[src/rtl/dfst_pipe.sv]
// enabled delay line for aligning side data with the pipeline
module dfst_pipe #(
  parameter int W = 64,
  parameter int DEPTH = 2
) (
  input  logic         clk,
  input  logic         en,
  input  logic [W-1:0] d,
  output logic [W-1:0] q
);

  logic [W-1:0] st [DEPTH];

  // shift on each advance
  always_ff @(posedge clk) begin
    if (en) begin
      st[0] <= d;
      for (int i = 1; i < DEPTH; i++) begin
        st[i] <= st[i-1];
      end
    end
  end

  assign q = st[DEPTH-1];

endmodule

[config.mk]
export PLATFORM = sky130hd
export DESIGN_NAME = dfst_pipe
export DESIGN_NICKNAME = d
export VERILOG_FILES = /design/src/rtl/dfst_pipe.sv
export SDC_FILE = /design/constraint.sdc
export NUM_CORES = 1
export LEC_CHECK = 0
export BUFFER_PORTS_ARGS = -buffer_cell sky130_fd_sc_hd__clkbuf_2
export CORE_MARGIN = 5
export CORE_UTILIZATION = 40
export CTS_CLUSTER_DIAMETER = 80
export DETAILED_ROUTE_END_ITERATION = 7
export GPL_ROUTABILITY_DRIVEN = 0
export PLACE_DENSITY = 0.66
export SETUP_SLACK_MARGIN = 0.5
export SLEW_MARGIN = 20
export SYNTH_ARGS = -nofsm -noshare
export SYNTH_HDL_FRONTEND = slang
export SYNTH_SLANG_ARGS = --single-unit
[constraint.sdc]
create_clock -name clk -period 1.2 [get_ports clk]
set_input_delay 0.24 -clock clk [delete_from_list [all_inputs] [get_ports clk]]
set_output_delay 0.24 -clock clk [all_outputs]
set_load 0.1 [all_outputs]
==> reports/qor.yml <==
drt-pass1-iter-count: 3
slew_violations: 0
antenna_cells: 0
cts_inserted_buffers: 17
final_area_mm2: 0.00689
clock_skew_ns: 0.00473
crit_required_ns: 0.96
reg2reg_depth: 0
crit_path_end_kind: "output port"
grt_overflow: 0
ys_warn_count: 0
min_period_ns: 1.36
avgSynthCellArea_um2: 22.5
dieHeight_um: 114
hold_viol: 0
routedWlPerCell_um: 14.4
grt_max_degree: 50
cts_resized: 0
rows: 38
combPwrFrac: 0.165
seq_area_frac_synth: 0.889
drive_above_1_share: 0.449
cp_num_buf_inv: 1
setup-violations-final: 64
syn_nets: 258
r2r_slack_ns: 0.55
cts_tree: "done"
outcome: "finished with violations"
hold_path_depth: 2
design.die.area_mm2: 0.0130
p_clk_frac: 0.387
routed-via-count: 2004
drc_errors: 0
final_core_util: 0.644
syn-cell-area_mm2: 0.00432
seqPwrFrac: 0.449
cts.htree.levels: 4
r2r_start: "st[0][29]$_DFFE_PP_"
routed_wl_um: 7140
grt_pass1_vias: 2167
postCtsSetupBuffers: 0
clk_latency_ns: 0.50
crit_chain: "buf_12"
multiInputGateArea_um2: 0
io_pins: 130
cts_root_buf: "clkbuf_8"
power_density_mw_per_mm2: 1770
layout_worst_path_cycle_share: 1.13
coreArea_mm2: 0.0107
syn_inst: 192
grt_pass1_wl_um: 10900
p_sw_mw: 3.19
p_sw_frac: 0.261
final.setup.worst_slack_ns: -0.160
clk_pin_slew_ns: 0.06
whs_endpoint: "st[0][117]$_DFFE_PP_"
port_buffers: 129
irDropWorstVdd_mv: 0.959
cp-start-kind: "flip-flop"
r2r-end: "st[0][93]$_DFFE_PP_"
drt_iter0_markers: 46
p_int_mw: 9.02
max_cap_viol_count: 0
p_leak_nw: 2.69
die-width_um: 114
crit_type: "flip-flop to output port"
dp_slack_ns: 0.202
place_area_mm2: 0.00569
final_antenna_net_count: 0
min_path_type: "input port to flip-flop"
area_growth_pct: 59.3
slowest_delay_ns: 0.42
cp.arrival_ns: 1.12
grt_usage: 0.115
synth-seq-cells: 128
antenna_found_initial: 0
clock.fmax_ghz: 0.735
crit_family: "flip-flops"
cp_max_fo: 1
cts_buffer_depth: 2
post_synth_num_cell_types: 2
fillerInstances: 723
largest_reg_flops: 128
rsz0062_at_grt: "yes"
cts_sinks: 128
tightest_slew_ns: 0.275
holdWs_ns: 0.260
reg.largest.list: "st x128"
min_from: "en"
nets: 409
start_util: 0.404
top_register: "st"
failed_checks: "negative setup slack"
cp_slowest_cell: "edfxtp_1"
viasPerCell: 4.04
maxSlewHeadroom: 0.817
multi_input_cells: 0
==> routing by layer <==
metal  share of wire  track usage  up-vias  wire length, um
met2            0.56        0.199       94             3970
met5               0            0        -                0
li1                -            -      961                -
met3           0.093       0.0573       11              666
met4           0.012       0.0523        0               85
met1            0.34        0.117      938             2420
==> cell families (layout without fill, tap and decap cells) <==
kind of cell  after synthesis  count (layout)  synth area share
flops                     128             128             0.889
buf+inv                    64             228             0.111
==> area by class of cell <==
cell class | count | area, um^2 | share of cell area
clock buffer | 18 | 418 | 0.0607
clock inverter | 14 | 140 | 0.0203
sequential | 128 | 3840 | 0.558
tap | 140 | 175 | 0.0254
timing repair buffer | 196 | 2310 | 0.335
==> power groups by stage <==
stage / clock, mW / combinational (mW) / sequential [mW]
2_1_floorplan: 0 / 1.35 / 5.48
3_3_place_gp: 0 / 1.84 / 5.55
3_5_place_dp: 0 / 1.85 / 5.57
4_1_cts: 4.85 / 2.02 / 5.48
5_1_grt: 5.09 / 2.06 / 5.50
6_report: 4.72 / 2.01 / 5.47
==> synthesized netlist by cell type <==
master / number / area share
edfxtp_1: 128 / 0.89
buf_4: 64 / 0.11
==> metrics by stage <==
step | std cells | total power, mW | TNS (ns)
after global routing | 496 | 12.7 | -12.07
after global placement | 400 | 7.39 | 0
after floorplan | 192 | 6.83 | 0
final | 496 | 12.2 | -8.90
after CTS | 496 | 12.3 | -11.34
after detailed placement | 400 | 7.42 | 0
==> how the worst max path moves through the flow <==
stage,startpoint,endpoint,depth (start not counted),slack [ns]
final,st[0][83]$_DFFE_PP_,q[19],1,-0.16
after global placement,en,st[0][32]$_DFFE_PP_,2,0.22
after floorplan,st[0][64]$_DFFE_PP_,q[0],1,0.41
after global routing,st[0][83]$_DFFE_PP_,q[19],1,-0.21
after CTS,st[0][83]$_DFFE_PP_,q[19],1,-0.20
after detailed placement,en,st[0][122]$_DFFE_PP_,2,0.20
==> timing repair <==
| action | 4_1_cts | 5_1_grt |
|---|---|---|
| hold buffers | 64 | 0 |
| setup endpoints to repair | 64 | 64 |
| endpoints found under the hold margin | 64 | 0 |
==> layout by cell type, fill, tap and decap left out <==
cell,synthesis,final
clkinvlp_4,0,2
clkinv_2,0,2
buf_12,0,67
edfxtp_1,128,128
inv_6,0,3
clkbuf_8,0,1
dlygate4sd3_1,0,64
clkbuf_16,0,16
clkbuf_1,0,1
clkbuf_2,0,64
clkinv_4,0,2
buf_4,64,1
bufinv_16,0,2
clkinv_1,0,3
Note: power is estimated with default switching activity, not from simulation.
