==> src/rtl/dfst_pkg.sv <==
// shared types, constants and latencies of the diagonal fold scale transform
package dfst_pkg;

  // internal coordinate, signed q.20 held in 64 bits
  typedef logic signed [63:0] coord_t;
  typedef logic [2:0] reg_index_t;

  // register indexes of the configuration port
  localparam reg_index_t REG_OFFSET  = 3'd0;
  localparam reg_index_t REG_SCALE   = 3'd1;
  localparam reg_index_t REG_ROT_EN  = 3'd2;
  localparam reg_index_t REG_ROW0    = 3'd3;
  localparam reg_index_t REG_ROW1    = 3'd4;
  localparam reg_index_t REG_ROW2    = 3'd5;

  // register reset values
  localparam logic [59:0] OFFSET_RST = {20'h10000, 20'h10000, 20'h10000};
  localparam logic [59:0] SCALE_RST  = {20'h40000, 20'h40000, 20'h40000};
  localparam logic [53:0] ROW0_RST   = {18'h00000, 18'h00000, 18'h10000};
  localparam logic [53:0] ROW1_RST   = {18'h00000, 18'h10000, 18'h00000};
  localparam logic [53:0] ROW2_RST   = {18'h10000, 18'h00000, 18'h00000};

  // basis constants in q.24
  localparam logic signed [24:0] K_S23 = 25'sd13698540;
  localparam logic signed [24:0] K_S13 = 25'sd9686330;
  localparam logic signed [24:0] K_S12 = 25'sd11863283;
  localparam int K_SHIFT  = 24;
  localparam int SC_SHIFT = 16;

  localparam logic [47:0] ONE_DE = 48'd65536;
  localparam logic [47:0] DE_MAX = 48'hFFFF_FFFF_FFFF;
  localparam coord_t INNER_LIM = (64'sd1 <<< 58) - 64'sd1;

  // unit latencies in cycles
  localparam int MUL_LAT     = 2;
  localparam int SQRT_STAGES = 16;
  localparam int LEN_LAT     = 6 + SQRT_STAGES;
  localparam int DIV_STAGES  = 24;
  localparam int MD_LAT      = 4 + DIV_STAGES;

  // symmetric clamp of an intermediate value
  function automatic coord_t clamp_inner(input coord_t v);
    if (v > INNER_LIM) begin
      return INNER_LIM;
    end else if (v < -INNER_LIM) begin
      return -INNER_LIM;
    end else begin
      return v;
    end
  endfunction

endpackage

==> src/rtl/dfst_mulr.sv <==
// two stage signed multiply by a coefficient with round half away from zero
module dfst_mulr #(
  parameter int CW = 25,
  parameter int SHIFT = 24
) (
  input  logic                 clk,
  input  logic                 en,
  input  dfst_pkg::coord_t     v,
  input  logic signed [CW-1:0] c,
  output dfst_pkg::coord_t     r
);
  import dfst_pkg::*;

  localparam int PW = 64 + CW;
  localparam int RW = PW - SHIFT;
  localparam logic [RW-1:0] LIM = {{(RW-63){1'b0}}, 1'b1, 62'b0};

  logic [63:0]    m;
  logic [CW-1:0]  cm;
  logic [31+CW:0] pl;
  logic [31+CW:0] ph;
  logic           neg;
  logic [PW-1:0]  prod;
  logic [RW-1:0]  rr;
  logic [RW-1:0]  rs;

  // magnitudes
  always_comb begin
    m  = v[63] ? 64'(-v) : 64'(v);
    cm = c[CW-1] ? CW'(-c) : CW'(c);
  end

  // partial products on the low and high halves
  always_ff @(posedge clk) begin
    if (en) begin
      pl  <= m[31:0] * cm;
      ph  <= m[63:32] * cm;
      neg <= v[63] ^ c[CW-1];
    end
  end

  // combine, round and limit
  always_comb begin
    prod = {ph, 32'b0} + PW'(pl);
    rr   = RW'((prod + (PW'(1) << (SHIFT - 1))) >> SHIFT);
    rs   = (rr > LIM) ? LIM : rr;
  end

  always_ff @(posedge clk) begin
    if (en) begin
      r <= neg ? -coord_t'(rs[63:0]) : coord_t'(rs[63:0]);
    end
  end

endmodule

==> config.mk <==
export PLATFORM = sky130hd
export DESIGN_NAME = dfst_mulr
export DESIGN_NICKNAME = d
export VERILOG_FILES = /design/src/rtl/dfst_pkg.sv /design/src/rtl/dfst_mulr.sv
export SDC_FILE = /design/constraint.sdc
export NUM_CORES = 2
export LEC_CHECK = 0
export BUFFER_PORTS_ARGS = -buffer_cell sky130_fd_sc_hd__buf_4
export CORE_MARGIN = 2
export CORE_UTILIZATION = 40
export DETAILED_ROUTE_END_ITERATION = 10
export HOLD_SLACK_MARGIN = 0.15
export SETUP_SLACK_MARGIN = 0.3
export SLEW_MARGIN = 40
export SYNTH_ARGS = -nofsm -noshare
export SYNTH_HDL_FRONTEND = slang
export SYNTH_SLANG_ARGS = --single-unit
export TNS_END_PERCENT = 10
==> constraint.sdc <==
create_clock -name clk -period 15.1 [get_ports clk]
set_input_delay 3.02 -clock clk [delete_from_list [all_inputs] [get_ports clk]]
set_output_delay 3.02 -clock clk [all_outputs]
set_load 0.005 [all_outputs]
==> metrics.yaml <==
required_ps: 15320
synth_commonest_cells: "1496 x inv_1, 1373 x fa_1, 1040 x nand2_1"
max_stage_delay_ps: 610
status: "finished clean"
endpoint_kind: "register"
max_freq_mhz: 69.7
final-max-slew-violation-count: 0
first_global_vias: 50500
fp.dieH_um: 392
synth_edf_count: 156
ys_seq_area_frac: 0.0780
crit_fanout: 9
clock_skew_ps: 16.9
area.growth.synth_to_final_pct: 9.83
synth_top_cell_by_area: "fa_1"
cp_data_arrival_time_ps: 14570
path_common_cell: "fa_1"
r2r_end: "r[62]"
crit_path_start_kind: "input port"
cts_root_buf: "clkbuf_16"
fin_crit_sh: 0.950
synth_seq_cells: 156
die-area_um2: 153000
slowest_stage: "or4_4"
r2r_start: "pl[35]"
postLayoutCoreUtil: 0.442
vias_per_cell: 5.33
rsz0062_at_grt: "no"
cts_buffers: 17
hold_path_end: "r[0]"
track_usage: 0.277
clk_pin_slew_ps: 80
syn_nets: 8735
port_buffers: 154
avgSynthCellArea_um2: 8.76
synth.most_common_cell: "inv_1"
synthArstFlopShare: 0
hold_start: "pl[24]"
ys_warn_count: 0
gp_congestion: 0.951
via_count: 48100
die_width_um: 392
post-dp-hpwl_mm: 170
fin_crit_ps: 14350
grt_pass1_wl_mm: 315
drv_cap: 0
htreeDepth: 4
yosysUniqueCellTypes: 80
finalSetupViolations: 0
finalHoldViolCount: 0
start_util: 0.402
dr.first_iter.drc_count: 4162
tightest_slew_ps: 889
relSlewSlack: 0.395
synthCells: 6861
first_pass_iters: 6
hold_depth: 3
synth_area_um2: 60100
synth_top_area_frac: 0.458
antenna_found_initial: 20
setup_tns_ps: 0
ctsHoldBuffers: 0
cts_tree: "done"
core_area_um2: 149000
hold_class: "reg2reg"
finalNetCount: 8864
layout-drive-gt1-share: 0.0800
grt_max_degree: 97
drc: 0
rr_worst_depth: 24
grt_overflow: 0
cts.sinks: 156
rows: 142
clock_insertion_delay_worst_skew_ps: 470
critical_path_class: "in2reg"
ant_nets: 0
yosys-top-cells-area: "fa_1 46%, inv_1 9.3%, ha_1 8.5%"
drt_wl_total_mm: 207
wl_per_cell_um: 22.9
ios: 155
clockBufferDepth: 2
r2r_slack_ps: 6910
synth_flop_cell: "edfxtp_1"
[metrics by stage]
step	hold slack (ps)	setup WS [ps]	cells	area [um2]
4_1_cts	871	543	9017	65900
6_report	879	748	9025	66000
5_1_grt	935	319	9019	66000
2_1_floorplan	717	1050	6861	60100
3_3_place_gp	854	254	8984	65100
3_5_place_dp	850	80.8	8985	65300
[how the worst max path moves through the flow]
stage	startpoint	to	depth (start not counted)
finish	v[27]	ph[53]	37
global route	v[2]	ph[53]	39
CTS	v[16]	ph[51]	38
detailed placement	v[16]	ph[51]	38
global placement	v[16]	ph[51]	38
floorplan	v[0]	ph[51]	39
[placed cells by master (no fill, tap or decap), types with 26 or more instances in the layout]
cell,netlist,routed
inv_1,1496,1495
fa_1,1373,1373
nand2_1,1040,1040
nor2_1,831,831
ha_1,410,410
buf_4,0,393
edfxtp_1,156,156
xnor2_1,186,150
a21oi_1,132,131
xor2_1,146,124
o21ai_0,112,112
a21o_1,63,63
nand3_1,56,56
nor3_1,44,44
o31ai_1,41,40
nand4_1,35,35
and2_1,32,32
xnor2_2,0,31
nand2b_1,29,29
and3_1,26,26
[final cells by class]
class                   instances  area, um2
well taps                    2016       2520
fillers                     14600      83400
clock inverters                14        126
inverters                    1498       5620
diodes                          6       15.0
multi-input cells            4910      49400
repair buffers                407       3190
clock buffers                  18        429
flip-flops and latches        156       4680
[critical path: cells and delay by family]
kind	cells	cell delay, ps
compound gates	12	3020
xor+xnor	2	570
fa+ha+maj	8	3860
buf+inv	6	630
simple gates	9	3470
[metal layers]
layer / part of all wire / vias to the layer above / track usage
li1: - / 20900 / -
met1: 0.42 / 24400 / 0.385
met2: 0.43 / 2417 / 0.417
met3: 0.11 / 418 / 0.0721
met4: 0.041 / 22 / 0.0934
met5: 0.00067 / - / 0
[what timing repair did]
action | in CTS | in global routing
gates resized for setup | 0 | 6
setup endpoints to repair | 0 | 5
buffers inserted | 0 | 1
[cell families (layout without fill, tap and decap cells)]
logic type               Yosys count  after routing  synth area share
adder cells (fa/ha/maj)         1783           1783             0.543
other                              0              6                 0
AO/OA/AOI/OAI                    536            536            0.0592
buffers and inverters           1795           1937             0.112
multiplexers                      10             10           0.00173
XOR/XNOR                         332            332            0.0484
flip-flops                       156            156            0.0780
AND/OR/NAND/NOR                 2249           2249             0.157
[registers in the layout, indices dropped and copies added, names as in the netlist]
name	flops
neg	1
r	64
pl	34
ph	57
Power is left out: the tool's default activity adds up to more than one toggle a clock period on the data nets, which glitch-free logic cannot reach.
